**src/frm_pkg.sv**
```systemverilog
// Shared types, constants and codes for the frame allocator with translation.
package frm_pkg;

    localparam int MAX_FRAMES_DEF = 64;
    localparam int ID_WIDTH_DEF   = 8;

    localparam int AMT_W     = 32;
    localparam int MB_W      = 13;
    localparam int FIU_W     = 7;
    localparam int FRAME_W   = 6;
    localparam int ID_PORT_W = 8;
    localparam int PB_W      = 23;
    localparam int CFG_IDX_W = 1;

    localparam logic [PB_W-1:0]  PAGE_UNIT    = PB_W'(1000);
    localparam logic [MB_W-1:0]  MB_RESET     = MB_W'(1);
    localparam logic [FIU_W-1:0] FRAMES_RESET = FIU_W'(64);

    localparam logic [CFG_IDX_W-1:0] REG_PAGE_SIZE = 1'b0;
    localparam logic [CFG_IDX_W-1:0] REG_FRAMES    = 1'b1;

    typedef enum logic [1:0] {
        OP_NEW  = 2'd0,
        OP_REF  = 2'd1,
        OP_END  = 2'd2,
        OP_NONE = 2'd3
    } op_t;

    typedef enum logic [1:0] {
        STAT_OK      = 2'd0,
        STAT_NOFREE  = 2'd1,
        STAT_ACTIVE  = 2'd2,
        STAT_VIOL    = 2'd3
    } status_t;

    typedef enum logic [2:0] {
        S_CLEAR,
        S_IDLE,
        S_DIV,
        S_SCAN,
        S_ALLOC,
        S_OUT
    } state_t;

    typedef struct packed {
        logic              done;
        logic [AMT_W-1:0]  quot;
        logic [PB_W-1:0]   rem;
    } div_res_t;

endpackage

```
**src/frm_ram.sv**
```systemverilog
// Generic single-write, single-read RAM with registered read data.
module frm_ram #(
    parameter int WIDTH = 9,
    parameter int DEPTH = 64,
    localparam int AW = (DEPTH > 1) ? $clog2(DEPTH) : 1
) (
    input  logic             aclk,
    input  logic             we,
    input  logic [AW-1:0]    waddr,
    input  logic [WIDTH-1:0] wdata,
    input  logic [AW-1:0]    raddr,
    output logic [WIDTH-1:0] rdata
);

    logic [WIDTH-1:0] mem [DEPTH];
    logic [WIDTH-1:0] rdata_reg;

    always_ff @(posedge aclk) begin
        if (we) begin
            mem[waddr] <= wdata;
        end
        rdata_reg <= mem[raddr];
    end

    assign rdata = rdata_reg;

endmodule

```
**src/frm_div.sv**
```systemverilog
// Restoring divider, one quotient bit per cycle, for address over page bytes.
module frm_div
    import frm_pkg::*;
(
    input  logic             aclk,
    input  logic             aresetn,
    input  logic             start,
    input  logic [AMT_W-1:0] dividend,
    input  logic [PB_W-1:0]  divisor,
    output div_res_t         res
);

    localparam int STEP_W = $clog2(AMT_W);

    logic              busy_reg, busy_next;
    logic              done_reg, done_next;
    logic [STEP_W-1:0] step_reg, step_next;
    logic [AMT_W-1:0]  quot_reg, quot_next;
    logic [PB_W-1:0]   rem_reg, rem_next;
    logic [PB_W-1:0]   dvs_reg, dvs_next;
    logic [PB_W:0]     trial;
    logic [PB_W:0]     diff;
    logic              ge;

    always_comb begin
        trial = {rem_reg, quot_reg[AMT_W-1]};
        diff  = trial - {1'b0, dvs_reg};
        ge    = (trial >= {1'b0, dvs_reg});
    end

    always_comb begin
        busy_next = busy_reg;
        done_next = 1'b0;
        step_next = step_reg;
        quot_next = quot_reg;
        rem_next  = rem_reg;
        dvs_next  = dvs_reg;
        if (start) begin
            busy_next = 1'b1;
            step_next = '0;
            quot_next = dividend;
            rem_next  = '0;
            dvs_next  = divisor;
        end else if (busy_reg) begin
            rem_next  = ge ? diff[PB_W-1:0] : trial[PB_W-1:0];
            quot_next = {quot_reg[AMT_W-2:0], ge};
            step_next = step_reg + 1'b1;
            if (step_reg == STEP_W'(AMT_W - 1)) begin
                busy_next = 1'b0;
                done_next = 1'b1;
            end
        end
    end

    always_ff @(posedge aclk) begin
        if (!aresetn) begin
            busy_reg <= 1'b0;
            done_reg <= 1'b0;
            step_reg <= '0;
        end else begin
            busy_reg <= busy_next;
            done_reg <= done_next;
            step_reg <= step_next;
        end
        quot_reg <= quot_next;
        rem_reg  <= rem_next;
        dvs_reg  <= dvs_next;
    end

    always_comb begin
        res.done = done_reg;
        res.quot = quot_reg;
        res.rem  = rem_reg;
    end

endmodule

```
**src/frame_allocator_with_translation_unit.sv**
```systemverilog
// Top level: frame owner table sequencer with shared divider and owner RAM.
// Sequence: new and ref run the 32-step divider, then read one owner entry per cycle through
//   the RAM read port over L = min(frames_in_use, MAX_FRAMES) entries; a granted new then marks
//   quot + 1 free entries with its id in an allocation pass; end scans and frees its own entries.
// Flow: a word is taken only once the last has left the FSM, even while its result waits on m_.
// Reset: a clearing pass marks every frame free; no word is taken meanwhile.
module frame_allocator_with_translation_unit
    import frm_pkg::*;
#(
    parameter int MAX_FRAMES = MAX_FRAMES_DEF,
    parameter int ID_WIDTH   = ID_WIDTH_DEF
) (
    input  logic                 aclk,
    input  logic                 aresetn,
    input  logic                 cfg_we,
    input  logic [CFG_IDX_W-1:0] cfg_index,
    input  logic [MB_W-1:0]      cfg_wdata,
    input  logic                 s_valid,
    output logic                 s_ready,
    input  logic [1:0]           s_operation,
    input  logic [ID_PORT_W-1:0] s_process_id,
    input  logic [AMT_W-1:0]     s_amount,
    output logic                 m_valid,
    input  logic                 m_ready,
    output logic [1:0]           m_status,
    output logic [FRAME_W-1:0]   m_frame,
    output logic [AMT_W-1:0]     m_offset
);

    localparam int AW = (MAX_FRAMES > 1) ? $clog2(MAX_FRAMES) : 1;
    localparam int CW = $clog2(MAX_FRAMES + 1);
    localparam int EW = ID_WIDTH + 1;

    state_t              state_reg, state_next;
    op_t                 op_reg, op_next;
    logic [ID_WIDTH-1:0] id_reg, id_next;
    logic [CW-1:0]       cnt_reg, cnt_next;
    logic                pend_reg, pend_next;
    logic [AW-1:0]       idx_d_reg, idx_d_next;
    logic [CW-1:0]       nfree_reg, nfree_next;
    logic                owned_reg, owned_next;
    logic [CW-1:0]       seen_reg, seen_next;
    logic                found_reg, found_next;
    logic [AW-1:0]       fidx_reg, fidx_next;
    logic [CW-1:0]       need_reg, need_next;
    status_t             res_status_reg, res_status_next;
    logic [FRAME_W-1:0]  res_frame_reg, res_frame_next;
    logic [AMT_W-1:0]    res_offset_reg, res_offset_next;
    logic                out_valid_reg, out_valid_next;
    status_t             out_status_reg, out_status_next;
    logic [FRAME_W-1:0]  out_frame_reg, out_frame_next;
    logic [AMT_W-1:0]    out_offset_reg, out_offset_next;
    logic [PB_W-1:0]     pb_reg, pb_next;
    logic [FIU_W-1:0]    fiu_reg, fiu_next;

    logic                accept;
    op_t                 s_op;
    logic [CW-1:0]       lim;
    logic                issue;
    logic                scan_end;
    logic                out_free;
    logic                ent_valid;
    logic [ID_WIDTH-1:0] ent_id;
    logic                ent_match;
    logic [MB_W-1:0]     mb_eff;

    logic                div_start;
    div_res_t            div_res;

    logic                ram_we;
    logic [AW-1:0]       ram_waddr;
    logic [EW-1:0]       ram_wdata;
    logic [AW-1:0]       ram_raddr;
    logic [EW-1:0]       ram_rdata;

    frm_div u_div (
        .aclk     (aclk),
        .aresetn  (aresetn),
        .start    (div_start),
        .dividend (s_amount),
        .divisor  (pb_reg),
        .res      (div_res)
    );

    frm_ram #(
        .WIDTH (EW),
        .DEPTH (MAX_FRAMES)
    ) u_ram (
        .aclk  (aclk),
        .we    (ram_we),
        .waddr (ram_waddr),
        .wdata (ram_wdata),
        .raddr (ram_raddr),
        .rdata (ram_rdata)
    );

    always_comb begin
        s_op      = op_t'(s_operation);
        accept    = s_valid && s_ready;
        ent_valid = ram_rdata[ID_WIDTH];
        ent_id    = ram_rdata[ID_WIDTH-1:0];
        ent_match = ent_valid && (ent_id == id_reg);
        out_free  = !out_valid_reg || m_ready;
        if (13'(fiu_reg) > 13'(MAX_FRAMES)) begin
            lim = CW'(MAX_FRAMES);
        end else begin
            lim = CW'(fiu_reg);
        end
        if (state_reg == S_ALLOC) begin
            issue = (cnt_reg < lim) && (need_reg != '0);
        end else begin
            issue = (state_reg == S_SCAN) && (cnt_reg < lim);
        end
        scan_end = !issue && !pend_reg;
    end

    // configuration registers
    always_comb begin
        pb_next  = pb_reg;
        fiu_next = fiu_reg;
        mb_eff   = (cfg_wdata == '0) ? MB_RESET : cfg_wdata;
        if (cfg_we) begin
            unique case (cfg_index)
                REG_PAGE_SIZE: pb_next  = PB_W'(PB_W'(mb_eff) * PAGE_UNIT);
                REG_FRAMES:    fiu_next = cfg_wdata[FIU_W-1:0];
            endcase
        end
    end

    // next state
    always_comb begin
        state_next = state_reg;
        unique case (state_reg)
            S_CLEAR: begin
                if (cnt_reg == CW'(MAX_FRAMES - 1)) begin
                    state_next = S_IDLE;
                end
            end
            S_IDLE: begin
                if (accept) begin
                    unique case (s_op) inside
                        OP_NEW, OP_REF: state_next = S_DIV;
                        OP_END:         state_next = S_SCAN;
                        default:        state_next = S_OUT;
                    endcase
                end
            end
            S_DIV: begin
                if (div_res.done) begin
                    state_next = S_SCAN;
                end
            end
            S_SCAN: begin
                if (scan_end) begin
                    if (op_reg == OP_NEW && !owned_reg
                        && div_res.quot < AMT_W'(nfree_reg)) begin
                        state_next = S_ALLOC;
                    end else begin
                        state_next = S_OUT;
                    end
                end
            end
            S_ALLOC: begin
                if (need_reg == '0) begin
                    state_next = S_OUT;
                end
            end
            S_OUT: begin
                if (out_free) begin
                    state_next = S_IDLE;
                end
            end
            default: state_next = S_IDLE;
        endcase
    end

    // control outputs
    always_comb begin
        s_ready   = 1'b0;
        div_start = 1'b0;
        ram_we    = 1'b0;
        ram_waddr = idx_d_reg;
        ram_wdata = '0;
        ram_raddr = cnt_reg[AW-1:0];
        unique case (state_reg)
            S_CLEAR: begin
                ram_we    = 1'b1;
                ram_waddr = cnt_reg[AW-1:0];
            end
            S_IDLE: begin
                s_ready   = 1'b1;
                div_start = s_valid && (s_op == OP_NEW || s_op == OP_REF);
            end
            S_SCAN: begin
                ram_we = pend_reg && (op_reg == OP_END) && ent_match;
            end
            S_ALLOC: begin
                ram_we    = pend_reg && !ent_valid && (need_reg != '0);
                ram_wdata = {1'b1, id_reg};
            end
            default: begin
            end
        endcase
    end

    // datapath
    always_comb begin
        op_next         = op_reg;
        id_next         = id_reg;
        cnt_next        = cnt_reg;
        pend_next       = pend_reg;
        idx_d_next      = idx_d_reg;
        nfree_next      = nfree_reg;
        owned_next      = owned_reg;
        seen_next       = seen_reg;
        found_next      = found_reg;
        fidx_next       = fidx_reg;
        need_next       = need_reg;
        res_status_next = res_status_reg;
        res_frame_next  = res_frame_reg;
        res_offset_next = res_offset_reg;
        out_status_next = out_status_reg;
        out_frame_next  = out_frame_reg;
        out_offset_next = out_offset_reg;
        out_valid_next  = out_valid_reg && !m_ready;

        case (state_reg)
            S_CLEAR: begin
                cnt_next = cnt_reg + 1'b1;
            end
            S_IDLE: begin
                if (accept) begin
                    op_next         = s_op;
                    id_next         = ID_WIDTH'(s_process_id);
                    cnt_next        = '0;
                    pend_next       = 1'b0;
                    nfree_next      = '0;
                    owned_next      = 1'b0;
                    seen_next       = '0;
                    found_next      = 1'b0;
                    res_status_next = STAT_OK;
                    res_frame_next  = '0;
                    res_offset_next = '0;
                end
            end
            S_SCAN, S_ALLOC: begin
                pend_next = issue;
                if (issue) begin
                    cnt_next   = cnt_reg + 1'b1;
                    idx_d_next = cnt_reg[AW-1:0];
                end
                if (state_reg == S_ALLOC) begin
                    if (pend_reg && !ent_valid && need_reg != '0) begin
                        need_next = need_reg - 1'b1;
                    end
                end else if (pend_reg) begin
                    unique case (op_reg)
                        OP_NEW: begin
                            if (!ent_valid) begin
                                nfree_next = nfree_reg + 1'b1;
                            end else if (ent_match) begin
                                owned_next = 1'b1;
                            end
                        end
                        OP_REF: begin
                            if (ent_match && !found_reg) begin
                                if (div_res.quot == AMT_W'(seen_reg)) begin
                                    found_next = 1'b1;
                                    fidx_next  = idx_d_reg;
                                end else begin
                                    seen_next = seen_reg + 1'b1;
                                end
                            end
                        end
                        default: begin
                        end
                    endcase
                end else if (scan_end) begin
                    unique case (op_reg)
                        OP_NEW: begin
                            if (owned_reg) begin
                                res_status_next = STAT_ACTIVE;
                            end else if (div_res.quot >= AMT_W'(nfree_reg)) begin
                                res_status_next = STAT_NOFREE;
                            end else begin
                                need_next = CW'(div_res.quot) + 1'b1;
                                cnt_next  = '0;
                                pend_next = 1'b0;
                            end
                        end
                        OP_REF: begin
                            if (found_reg) begin
                                res_frame_next  = FRAME_W'(fidx_reg);
                                res_offset_next = AMT_W'(div_res.rem);
                            end else begin
                                res_status_next = STAT_VIOL;
                            end
                        end
                        default: begin
                        end
                    endcase
                end
            end
            S_OUT: begin
                if (out_free) begin
                    out_valid_next  = 1'b1;
                    out_status_next = res_status_reg;
                    out_frame_next  = res_frame_reg;
                    out_offset_next = res_offset_reg;
                end
            end
            default: begin
            end
        endcase
    end

    always_ff @(posedge aclk) begin
        if (!aresetn) begin
            state_reg     <= S_CLEAR;
            cnt_reg       <= '0;
            pend_reg      <= 1'b0;
            out_valid_reg <= 1'b0;
            pb_reg        <= PAGE_UNIT;
            fiu_reg       <= FRAMES_RESET;
        end else begin
            state_reg     <= state_next;
            cnt_reg       <= cnt_next;
            pend_reg      <= pend_next;
            out_valid_reg <= out_valid_next;
            pb_reg        <= pb_next;
            fiu_reg       <= fiu_next;
        end
        op_reg         <= op_next;
        id_reg         <= id_next;
        idx_d_reg      <= idx_d_next;
        nfree_reg      <= nfree_next;
        owned_reg      <= owned_next;
        seen_reg       <= seen_next;
        found_reg      <= found_next;
        fidx_reg       <= fidx_next;
        need_reg       <= need_next;
        res_status_reg <= res_status_next;
        res_frame_reg  <= res_frame_next;
        res_offset_reg <= res_offset_next;
        out_status_reg <= out_status_next;
        out_frame_reg  <= out_frame_next;
        out_offset_reg <= out_offset_next;
    end

    assign m_valid  = out_valid_reg;
    assign m_status = out_status_reg;
    assign m_frame  = out_frame_reg;
    assign m_offset = out_offset_reg;

    a_no_write_on_ref: assert property (@(posedge aclk) disable iff (!aresetn)
        (state_reg == S_SCAN && op_reg == OP_REF) |-> !ram_we)
        else $error("owner table written during a reference");

    a_div_done_in_div: assert property (@(posedge aclk) disable iff (!aresetn)
        div_res.done |-> state_reg == S_DIV)
        else $error("divider finished outside the divide state");

    a_viol_zero: assert property (@(posedge aclk) disable iff (!aresetn)
        (m_valid && m_status == STAT_VIOL) |-> (m_frame == '0 && m_offset == '0))
        else $error("violation word carries a frame or offset");

    a_alloc_from_new: assert property (@(posedge aclk) disable iff (!aresetn)
        (state_reg == S_ALLOC) |-> (op_reg == OP_NEW && !owned_reg))
        else $error("allocation pass without a grantable new request");

endmodule
```
**config.mk**
```make
export PLATFORM = sky130hd
export DESIGN_NAME = frame_allocator_with_translation_unit
export DESIGN_NICKNAME = d
export VERILOG_FILES = /design/src/frm_pkg.sv /design/src/frm_ram.sv /design/src/frm_div.sv /design/src/frame_allocator_with_translation_unit.sv
export SDC_FILE = /design/constraint.sdc
export NUM_CORES = 1
export LEC_CHECK = 0
export ABC_AREA = 0
export BUFFER_PORTS_ARGS = -buffer_cell sky130_fd_sc_hd__buf_2
export CAP_MARGIN = 20
export CELL_PAD_IN_SITES_DETAIL_PLACEMENT = 0
export CELL_PAD_IN_SITES_GLOBAL_PLACEMENT = 1
export CORE_MARGIN = 5
export CORE_UTILIZATION = 57
export DETAILED_ROUTE_END_ITERATION = 6
export PLACE_DENSITY_LB_ADDON = 0.1
export REMOVE_ABC_BUFFERS = 1
export SETUP_SLACK_MARGIN = 0.5
export SYNTH_ARGS = -nofsm -noshare
export SYNTH_HDL_FRONTEND = slang
export SYNTH_SLANG_ARGS = --single-unit
```
**constraint.sdc**
```tcl
create_clock -name aclk -period 9.7 [get_ports aclk]
set_input_delay 0.97 -clock aclk [delete_from_list [all_inputs] [get_ports aclk]]
set_output_delay 0.97 -clock aclk [all_outputs]
set_load 0.005 [all_outputs]
```
==> impl_metrics.yaml, run 1 <==
status:
  status: "finished, final reports clean"
place:
  gp_congestion: 0.836
  dpl_cell_area_mm2: 0.0371
  hpwl_um: 51500
  port_buffers: 93
  post-place-cells: 3343
layout:
  stdcell_count: 3502
  layout.nets: 2777
  antenna_cells: 0
  fin_area_mm2: 0.0399
  largest_reg_flops: 576
  drive_gt1_share_pct: 14.6
  synthToLayoutAreaGrowth_pct: 11.3
hold_path:
  hold_start: "res_offset_reg[9]"
  holdPathStages: 0
  hold_path.class: "register to register"
  whs_endpoint: "m_offset[9]"
clock_tree:
  clk_latency_ns: 0.63
  tritoncts: "done"
  cts-resized-gates: 0
  clock_sinks: 813
  cts_buffers: 83
  h-tree-depth: 3
  hold_buffers: 0
  cts_setup_buffers: 0
  clockBufferDepth: 3
  clk_pin_slew_ns: 0.07
  root_buffer: "clkbuf_16"
critical_path:
  cpPeakStageDelay_ns: 0.52
  worstPathArrival_ns: 6.24
  path_cells: "buf_2, inv_1, ha_1, and4_1, nand4b_1, nand2_1, inv_1, ha_1, inv_1, fa_1, inv_1, fa_1, inv_1, fa_1, inv_1, ha_1, o21ai_0, nor3_1, nor2_1, a31oi_1, a211oi_1, a21oi_1, xnor2_1, o21ai_0"
  cpMaxStageDelayCell: "fa_1"
  startpoint_type: "input pin"
  path_class: "input pin to register"
  cp.required_ns: 10.20
  end_kind: "register"
  cpMostUsedCell: "inv_1"
  r2r_cells: 8
  path_max_fanout: 9
  rr_endpoint: "u_ram.mem[44][2]"
  r2r_start: "state_reg[2]"
  r2r_setup_slack_ns: 5.48
floorplanning:
  start_util_pct: 57.2
  rows: 92
  fp.dieH_um: 261
  dieArea_mm2: 0.0680
  coreArea_mm2: 0.0626
  die_x_um: 261
  io_pins: 103
global_route:
  grt_pass1_wl_um: 122000
  grt_pass1_vias: 20419
  grt.total_usage_pct: 23.6
  grt_remaining_overflow: 0
  grt_start_max_net_pins: 77
  antenna_found_initial: 4
drt:
  drt_pass1_iterations: 7
  drtIter0Drc: 1994
  drc: 0
  via_per_inst: 5.85
  finalWirelength_um: 79900
  avgRoutedWirePerCell_um: 22.8
  num_vias: 20502
  ant_nets: 0
synth:
  yosysTopAreaCell: "edfxtp_1"
  syn_area_per_cell_um2: 14.4
  yosys.area.top_type_share_pct: 61.6
  synthTopCellsByCount: "735 x edfxtp_1, 248 x nand2_1, 149 x nor2_1"
  yosys.cell_types.count: 68
  syn_inst: 2495
  synth_area_leaders: "edfxtp_1 62%, mux4_2 5.1%, dfxtp_1 4.4%, mux2i_1 3.4%, ha_1 3.1%"
  synth-edff-count: 735
  yosys_warnings: 0
  yosysSeqAreaShare_pct: 66.0
  yosys.cell_count.top_type: "edfxtp_1"
  synthArstFlopShare_pct: 0
  synth-seq-cells: 813
  synth_area_mm2: 0.0358
  ys_dominant_reg_cell: "edfxtp_1"
timing:
  final.setup.tns_ns: 0
  report.final.slew_viol_count: 0
  timing.final.crit_share_pct: 59.2
  clock_skew_ns: 0.0343
  fmax_mhz: 174
  timing.hold.ws_ns: 0.389
  tightest_slew_ns: 1.02
  relSlewSlack_pct: 31.9
  min_period_ns: 5.74
  rsz0062_at_grt: "false"
  finalHoldViolations: 0
  finalSetupViolations: 0
power:
  cellLeakagePower_uw: 0.0134
  max-vdd-ir-drop_mv: 0.121
  power_uw: 10000
  powerDensity_mw_per_mm2: 251
run:
  cap_violations: 0
==> placed cells by master (no fill, tap or decap), types with 83 or more instances in the layout <==
master,n
mux2i_1,122
nand2_1,247
inv_1,116
nor2_1,148
o21ai_0,94
edfxtp_1,735
ha_1,89
buf_2,93
clkbuf_16,83
a21oi_1,126
==> worst max-delay path by stage <==
stage,cells after the start,end,slack (ns),startpoint
after floorplan,7,res_frame_reg[0],-0.81,cnt_reg[0]
after global placement,24,pb_reg[22],3.49,cfg_wdata[10]
after detailed placement,24,pb_reg[22],3.32,cfg_wdata[10]
after CTS,24,pb_reg[22],3.98,cfg_wdata[10]
after global routing,24,pb_reg[22],3.53,cfg_wdata[8]
final,24,pb_reg[22],3.96,cfg_wdata[10]
==> cell families after synthesis <==
family                     Yosys count  share of synthesized area [%]
AOI/OAI and AO/OA                  396                           6.87
xor gates and xnor gates            68                           1.66
adders and majority gates          130                           5.40
buffers and inverters              243                           2.72
DFF                                813                           66.0
muxes                              239                           9.63
other                                1                         0.0105
and+or+nand+nor                    605                           7.74
==> report_power, final <==
group / leakage (uW) / switching [uW] / internal, uW
logic: 0.00531 / 1480 / 1080
registers: 0.00678 / 200 / 4090
clock network: 0.00131 / 1360 / 1810
==> routing by layer <==
| metal | global-route usage [%] | routed length [um] | vias to the layer above |
|---|---|---|---|
| met1 | 35.2 | 35200 | 10185 |
| met3 | 4.61 | 5760 | 117 |
| li1 | - | - | 9527 |
| met4 | 6.33 | 1730 | 2 |
| met5 | 0 | 20 | - |
| met2 | 36.2 | 37200 | 671 |
==> stage by stage <==
stage / setup slack (ns) / util (%)
floorplan: -0.805 / -
global placement: 3.49 / 59.2
detailed placement: 3.32 / 59.2
CTS: 3.98 / 63.6
global route: 3.53 / 63.7
finish: 3.96 / 63.7
==> worst max-delay path, delay by kind of cell <==
kind	cells	cell delay, ns
AOI/OAI and AO/OA	5	1.12
xor gates and xnor gates	1	0.20
adders and majority gates	6	2.28
buffers and inverters	7	0.53
and+or+nand+nor	5	1.12
==> final cells by class <==
cell class | count | area (um^2)
clock buffers | 103 | 2180
clock inverters | 52 | 543
fillers | 4688 | 22800
inverters | 118 | 443
multi-input cells | 1447 | 11300
flip-flops and latches | 813 | 23600
well taps | 846 | 1060
repair buffers | 123 | 726
Power figures use the tool's default switching activity.
==> inputs of run 2 (changes only) <==
--- a/config.mk
+++ b/config.mk
@@ -11,7 +11,7 @@
 export CELL_PAD_IN_SITES_DETAIL_PLACEMENT = 0
 export CELL_PAD_IN_SITES_GLOBAL_PLACEMENT = 1
 export CORE_MARGIN = 5
-export CORE_UTILIZATION = 57
+export CORE_UTILIZATION = 53
 export DETAILED_ROUTE_END_ITERATION = 6
 export PLACE_DENSITY_LB_ADDON = 0.1
 export REMOVE_ABC_BUFFERS = 1
==> constraint.sdc (replaced) <==
create_clock -name aclk -period 5.64 [get_ports aclk]
set_input_delay 0.564 -clock aclk [delete_from_list [all_inputs] [get_ports aclk]]
set_output_delay 0.564 -clock aclk [all_outputs]
set_load 0.005 [all_outputs]
==> run 2 against run 1 <==
  * Count of clock-buffer cells in the layout rose by 7
  * Sequential power rose by 73%
  * First-iteration DRC count fell by 7.9%
  * Register-to-register slack got worse by 4.1 ns
  * Cell count rose by 1.2%
  * Clock power rose by 68%
  * Critical endpoint is now pb_reg[20]
==> impl_metrics.yaml, run 2 (synthesis results as in run 1) <==
timing:
  fin_ws_ns: 0.797
  report.final.slew_viol_count: 0
  rsz0062_at_grt: "false"
  finalHoldViolations: 0
  min_period_ns: 4.84
  finalSetupViolations: 0
  timing.hold.ws_ns: 0.104
  tightest_slew_ns: 1.03
  fmax_mhz: 206
  relSlewSlack_pct: 30.7
  timing.final.crit_share_pct: 85.9
  clock_skew_ns: 0.0459
layout:
  final_cell_mix: "735 x edfxtp_1, 248 x nand2_1, 148 x nor2_1"
  fin_area_mm2: 0.0400
  synthToLayoutAreaGrowth_pct: 11.7
  antenna_cells: 0
  layout.nets: 2795
  final_common_cell: "edfxtp_1"
  drive_gt1_share_pct: 15.3
  largest_reg_flops: 576
drt:
  finalWirelength_um: 81400
  num_vias: 20561
  via_per_inst: 5.80
  ant_nets: 0
  drtIter0Drc: 1836
  drc: 0
  drt_pass1_iterations: 5
  avgRoutedWirePerCell_um: 23.0
clock_tree:
  clk_pin_slew_ns: 0.06
  clk_latency_ns: 0.63
  clockBufferDepth: 3
  clock_sinks: 813
  hold_buffers: 0
  h-tree-depth: 3
  tritoncts: "done"
  cts_buffers: 83
  root_buffer: "clkbuf_16"
hold_path:
  whs_endpoint: "id_reg[5]"
  hold_start: "s_process_id[5]"
  holdPathStages: 1
  hold_path.class: "input pin to register"
floorplanning:
  io_pins: 103
  rows: 95
  die_x_um: 270
  coreArea_mm2: 0.0672
  start_util_pct: 53.3
  fp.dieH_um: 270
  dieArea_mm2: 0.0729
critical_path:
  r2r_start: "id_reg[2]"
  path_class: "input pin to register"
  r2r_setup_slack_ns: 1.42
  rr_endpoint: "u_ram.mem[12][6]"
  cp.required_ns: 6.11
  timing.critical_path.max_delay_family: "adder cells"
  cpPeakStageDelay_ns: 0.54
  worstPathArrival_ns: 5.32
  crit_path_start: "cfg_wdata[4]"
  path_max_fanout: 7
  cpMostUsedCell: "fa_1"
  startpoint_type: "input pin"
  cpMaxStageDelayCell: "fa_1"
  critPathBufInv: 5
  path_cells: "buf_2, inv_1, ha_1, and4_1, nand4b_1, buf_4, nand2_1, fa_1, fa_1, fa_1, fa_1, inv_1, ha_1, nand4_1, o21ai_0, nor2_1, a31oi_2, a211oi_2, buf_4, xor2_1, o21ai_0"
  r2r_cells: 8
  end_kind: "register"
global_route:
  grt_pass1_vias: 20509
  grt_pass1_wl_um: 125000
  grt_remaining_overflow: 0
  antenna_found_initial: 1
  grt.total_usage_pct: 22.1
  grt_start_max_net_pins: 77
power:
  powerDensity_mw_per_mm2: 432
  cellLeakagePower_uw: 0.0135
  max-vdd-ir-drop_mv: 0.208
place:
  hpwl_um: 53000
  dpl_cell_area_mm2: 0.0373
  port_buffers: 93
  pre_cts_slack_ns: -0.142
  gp_congestion: 0.849
status:
  status: "finished, final reports clean"
run:
  cap_violations: 0
run 2: per-layer routing:
| metal | up-vias | global-route usage [%] | part of all wire [%] |
|---|---|---|---|
| met5 | - | 0 | 0.016 |
| met4 | 2 | 5.87 | 2.1 |
| met3 | 115 | 4.02 | 6.4 |
| met2 | 613 | 33.7 | 46 |
| met1 | 10254 | 33.2 | 46 |
| li1 | 9577 | - | - |
run 2: power breakdown:
part / switching [uW] / total [uW] / internal, uW / leakage [uW]
Sequential: 374 / 7410 / 7030 / 0.00677
Combinational: 2610 / 4540 / 1930 / 0.00540
Clock: 2260 / 5320 / 3060 / 0.00129
Total: 5240 / 17300 / 12000 / 0.0135
run 2: layout make-up:
type,count,area (um^2)
repair buffers,141,891
fillers,5182,27200
clock buffers,110,2260
clock inverters,41,383
well taps,873,1090
flip-flops and latches,813,23600
multi-input cells,1447,11300
inverters,118,443
run 2: worst register-to-register path, cell delays in order, from the launching register on:
cell and delay (ns):
edfxtp_1 0.48, xor2_1 0.20, nor4_1 0.32, nand4_1 0.28
o41ai_1 0.70, nor2_1 0.14, nor2b_1 0.31, nand2_1 0.47
nor2_1 0.94
run 2: stage by stage:
stage	power (uW)	std cells	util, %	setup TNS (ns)
finish	17300	3543	59.6	0
detailed placement	12000	3388	55.5	-0.329
global placement	12000	3388	55.5	0
floorplan	10800	2378	-	-2180.36
CTS	17400	3539	59.4	0
global route	18100	3543	59.6	0
run 2: worst max path at each step:
stage | endpoint | slack (ns) | cells past startpoint
floorplan | res_frame_reg[0] | -4.87 | 7
global placement | pb_reg[20] | 0.02 | 24
detailed placement | pb_reg[20] | -0.14 | 24
CTS | pb_reg[20] | 0.61 | 24
global route | pb_reg[20] | 0.52 | 23
finish | pb_reg[20] | 0.80 | 21
run 2: repair_timing:
action	in CTS	in global routing
gates cloned	0	0
gates resized for setup	1	5
pin swaps	0	1
endpoints found under the setup margin	1	7
setup buffers	0	1
==> inputs of run 3 (changes only) <==
--- a/config.mk
+++ b/config.mk
@@ -10,6 +10,7 @@
 export CAP_MARGIN = 20
 export CELL_PAD_IN_SITES_DETAIL_PLACEMENT = 0
 export CELL_PAD_IN_SITES_GLOBAL_PLACEMENT = 1
+export CORE_ASPECT_RATIO = 1.75
 export CORE_MARGIN = 5
 export CORE_UTILIZATION = 53
 export DETAILED_ROUTE_END_ITERATION = 6
==> run 3 against run 2 <==
  * Die area is 0.28% higher
  * First-iteration DRC count down 22%
  * Count of clock-buffer cells in the layout is 11 lower
  * Total power fell by 1.4%
  * Sequential share of layout area grew 0.31 points
  * Cell count grew 0.14%
  * Critical path depth grew 1
  * Setup slack lost 0.028 ns
  * Cell area decreased by 0.52%
==> impl_metrics.yaml, run 3 (synthesis results as in run 1) <==
status:
  status: "finished, final reports clean"
place:
  port_buffers: 93
  hpwl_um: 58200
  gp_congestion: 0.854
  post-place-cells: 3409
critical_path:
  startpoint_type: "input pin"
  path_max_fanout: 5
  timing.critical_path.max_delay_family: "adder cells"
  cpPeakStageDelay_ns: 0.54
  cpMostUsedCell: "fa_1"
  end_kind: "register"
  cp.required_ns: 6.15
  path_class: "input pin to register"
  r2r_cells: 8
  path_cells: "buf_2, inv_1, ha_1, and4_1, and4b_2, nor2_1, buf_4, fa_1, inv_1, fa_1, fa_1, inv_1, fa_1, ha_2, nand4_1, o21ai_0, nor2_1, a31oi_2, a211oi_2, buf_4, xor2_1, o21ai_0"
  r2r_setup_slack_ns: 1.24
  worstPathArrival_ns: 5.38
  cpMaxStageDelayCell: "fa_1"
  critPathBufInv: 6
  rr_endpoint: "u_ram.mem[60][1]"
  r2r_start: "state_reg[2]"
drt:
  drt_pass1_iterations: 7
  drc: 0
  num_vias: 20676
  ant_nets: 0
  avgRoutedWirePerCell_um: 24.2
  via_per_inst: 5.83
  drtIter0Drc: 1437
  finalWirelength_um: 85900
global_route:
  grt.total_usage_pct: 23.6
  grt_remaining_overflow: 0
  grt_start_max_net_pins: 111
  grt_pass1_wl_um: 129000
  grt_pass1_vias: 21077
  antenna_found_initial: 1
clock_tree:
  clock_sinks: 813
  root_buffer: "clkbuf_16"
  clockBufferDepth: 3
  h-tree-depth: 3
  clk_latency_ns: 0.64
  tritoncts: "done"
  clk_pin_slew_ns: 0.06
  cts_buffers: 73
  hold_buffers: 0
timing:
  clock_skew_ns: 0.0207
  min_period_ns: 4.87
  rsz0062_at_grt: "false"
  finalSetupViolations: 0
  fmax_mhz: 205
  finalHoldViolations: 0
  report.final.slew_viol_count: 0
  timing.hold.ws_ns: 0.160
  relSlewSlack_pct: 30.0
  tightest_slew_ns: 1.04
  timing.final.crit_share_pct: 86.4
layout:
  final_cell_mix: "735 x edfxtp_1, 247 x nand2_1, 148 x nor2_1"
  stdcell_count: 3548
  drive_gt1_share_pct: 15.4
  synthToLayoutAreaGrowth_pct: 11.1
  layout.nets: 2781
  final_common_cell: "edfxtp_1"
  largest_reg_flops: 576
power:
  power_uw: 17000
  cellLeakagePower_uw: 0.0133
  pwr-share-clk_pct: 29.4
  p_comb_share_pct: 27.5
  p_sw_share_pct: 30.9
  sequentialPowerShare_pct: 43.1
  max-vdd-ir-drop_mv: 0.354
  p_switching_uw: 5260
  powerDensity_mw_per_mm2: 428
  p_int_uw: 11800
floorplanning:
  start_util_pct: 53.2
  coreArea_mm2: 0.0673
  fp.dieH_um: 354
  die_x_um: 207
  io_pins: 103
  rows: 126
  dieArea_mm2: 0.0731
hold_path:
  hold_path.class: "input pin to register"
  whs_endpoint: "id_reg[3]"
  holdPathStages: 1
  hold_start: "s_process_id[3]"
run:
  cap_violations: 0
==> run 3: changes by cell type in the layout (fill, tap and decap cells not counted), moves of 2 or more <==
cell and change:
clkinv_1 -7, clkbuf_1 -6, clkbuf_16 -6, ha_1 -4, ha_2 +3, a21oi_2 -2, buf_4 -2, clkbuf_8 +2
clkinv_2 +2, clkinv_8 +2, clkinvlp_4 +2
==> run 3: power groups by stage <==
stage	Clock (uW)	Combinational (uW)	Sequential (uW)
2_1_floorplan	0	3190	7600
3_3_place_gp	0	4600	7460
3_5_place_dp	0	4660	7480
4_1_cts	5110	4680	7350
5_1_grt	5360	5110	7380
6_report	5010	4680	7340
==> run 3: final cells by class <==
cell class	count	area (um^2)
flip-flops and latches	813	23600
clock buffers	99	2090
repair buffers	137	851
clock inverters	37	332
fillers	5296	27500
diodes	1	2.50
well taps	896	1120
multi-input cells	1447	11300
inverters	118	443
==> run 3: how the worst max path moves through the flow <==
| stage | slack (ns) | end | from | depth (start not counted) |
|---|---|---|---|---|
| final | 0.77 | pb_reg[20] | cfg_wdata[10] | 22 |
| after floorplan | -4.87 | res_frame_reg[0] | cnt_reg[0] | 7 |
| after CTS | 0.60 | pb_reg[20] | cfg_wdata[4] | 22 |
| after detailed placement | -0.09 | pb_reg[22] | cfg_wdata[4] | 22 |
| after global placement | -0.02 | pb_reg[20] | cfg_wdata[4] | 24 |
| after global routing | 0.53 | pb_reg[20] | cfg_wdata[10] | 22 |
==> run 3: timing repair <==
item                                    in CTS  in global routing
buffers inserted                             0                  1
endpoints found under the setup margin       0                  8
resized for setup                            0                 11
==> run 3: through the flow <==
stage / utilization (%) / cell area (um^2) / setup slack [ns] / setup TNS (ns)
final: 59.1 / 39800 / 0.769 / 0
after CTS: 59.0 / 39700 / 0.605 / 0
after global placement: 55.4 / 37300 / -0.0183 / -0.0183
after floorplan: - / 35300 / -4.87 / -2180.36
after global routing: 59.1 / 39800 / 0.527 / 0
after detailed placement: 55.4 / 37300 / -0.0892 / -0.168
==> run 3: metal layers <==
metal | GRT usage [%] | share of wire [%] | wire [um] | vias to the layer above
li1 | - | - | - | 9515
met1 | 26.3 | 35 | 30400 | 10412
met2 | 43.8 | 55 | 47400 | 567
met3 | 3.15 | 4.4 | 3790 | 182
met4 | 11.3 | 5.1 | 4380 | 0
met5 | 0 | 0 | 0 | -
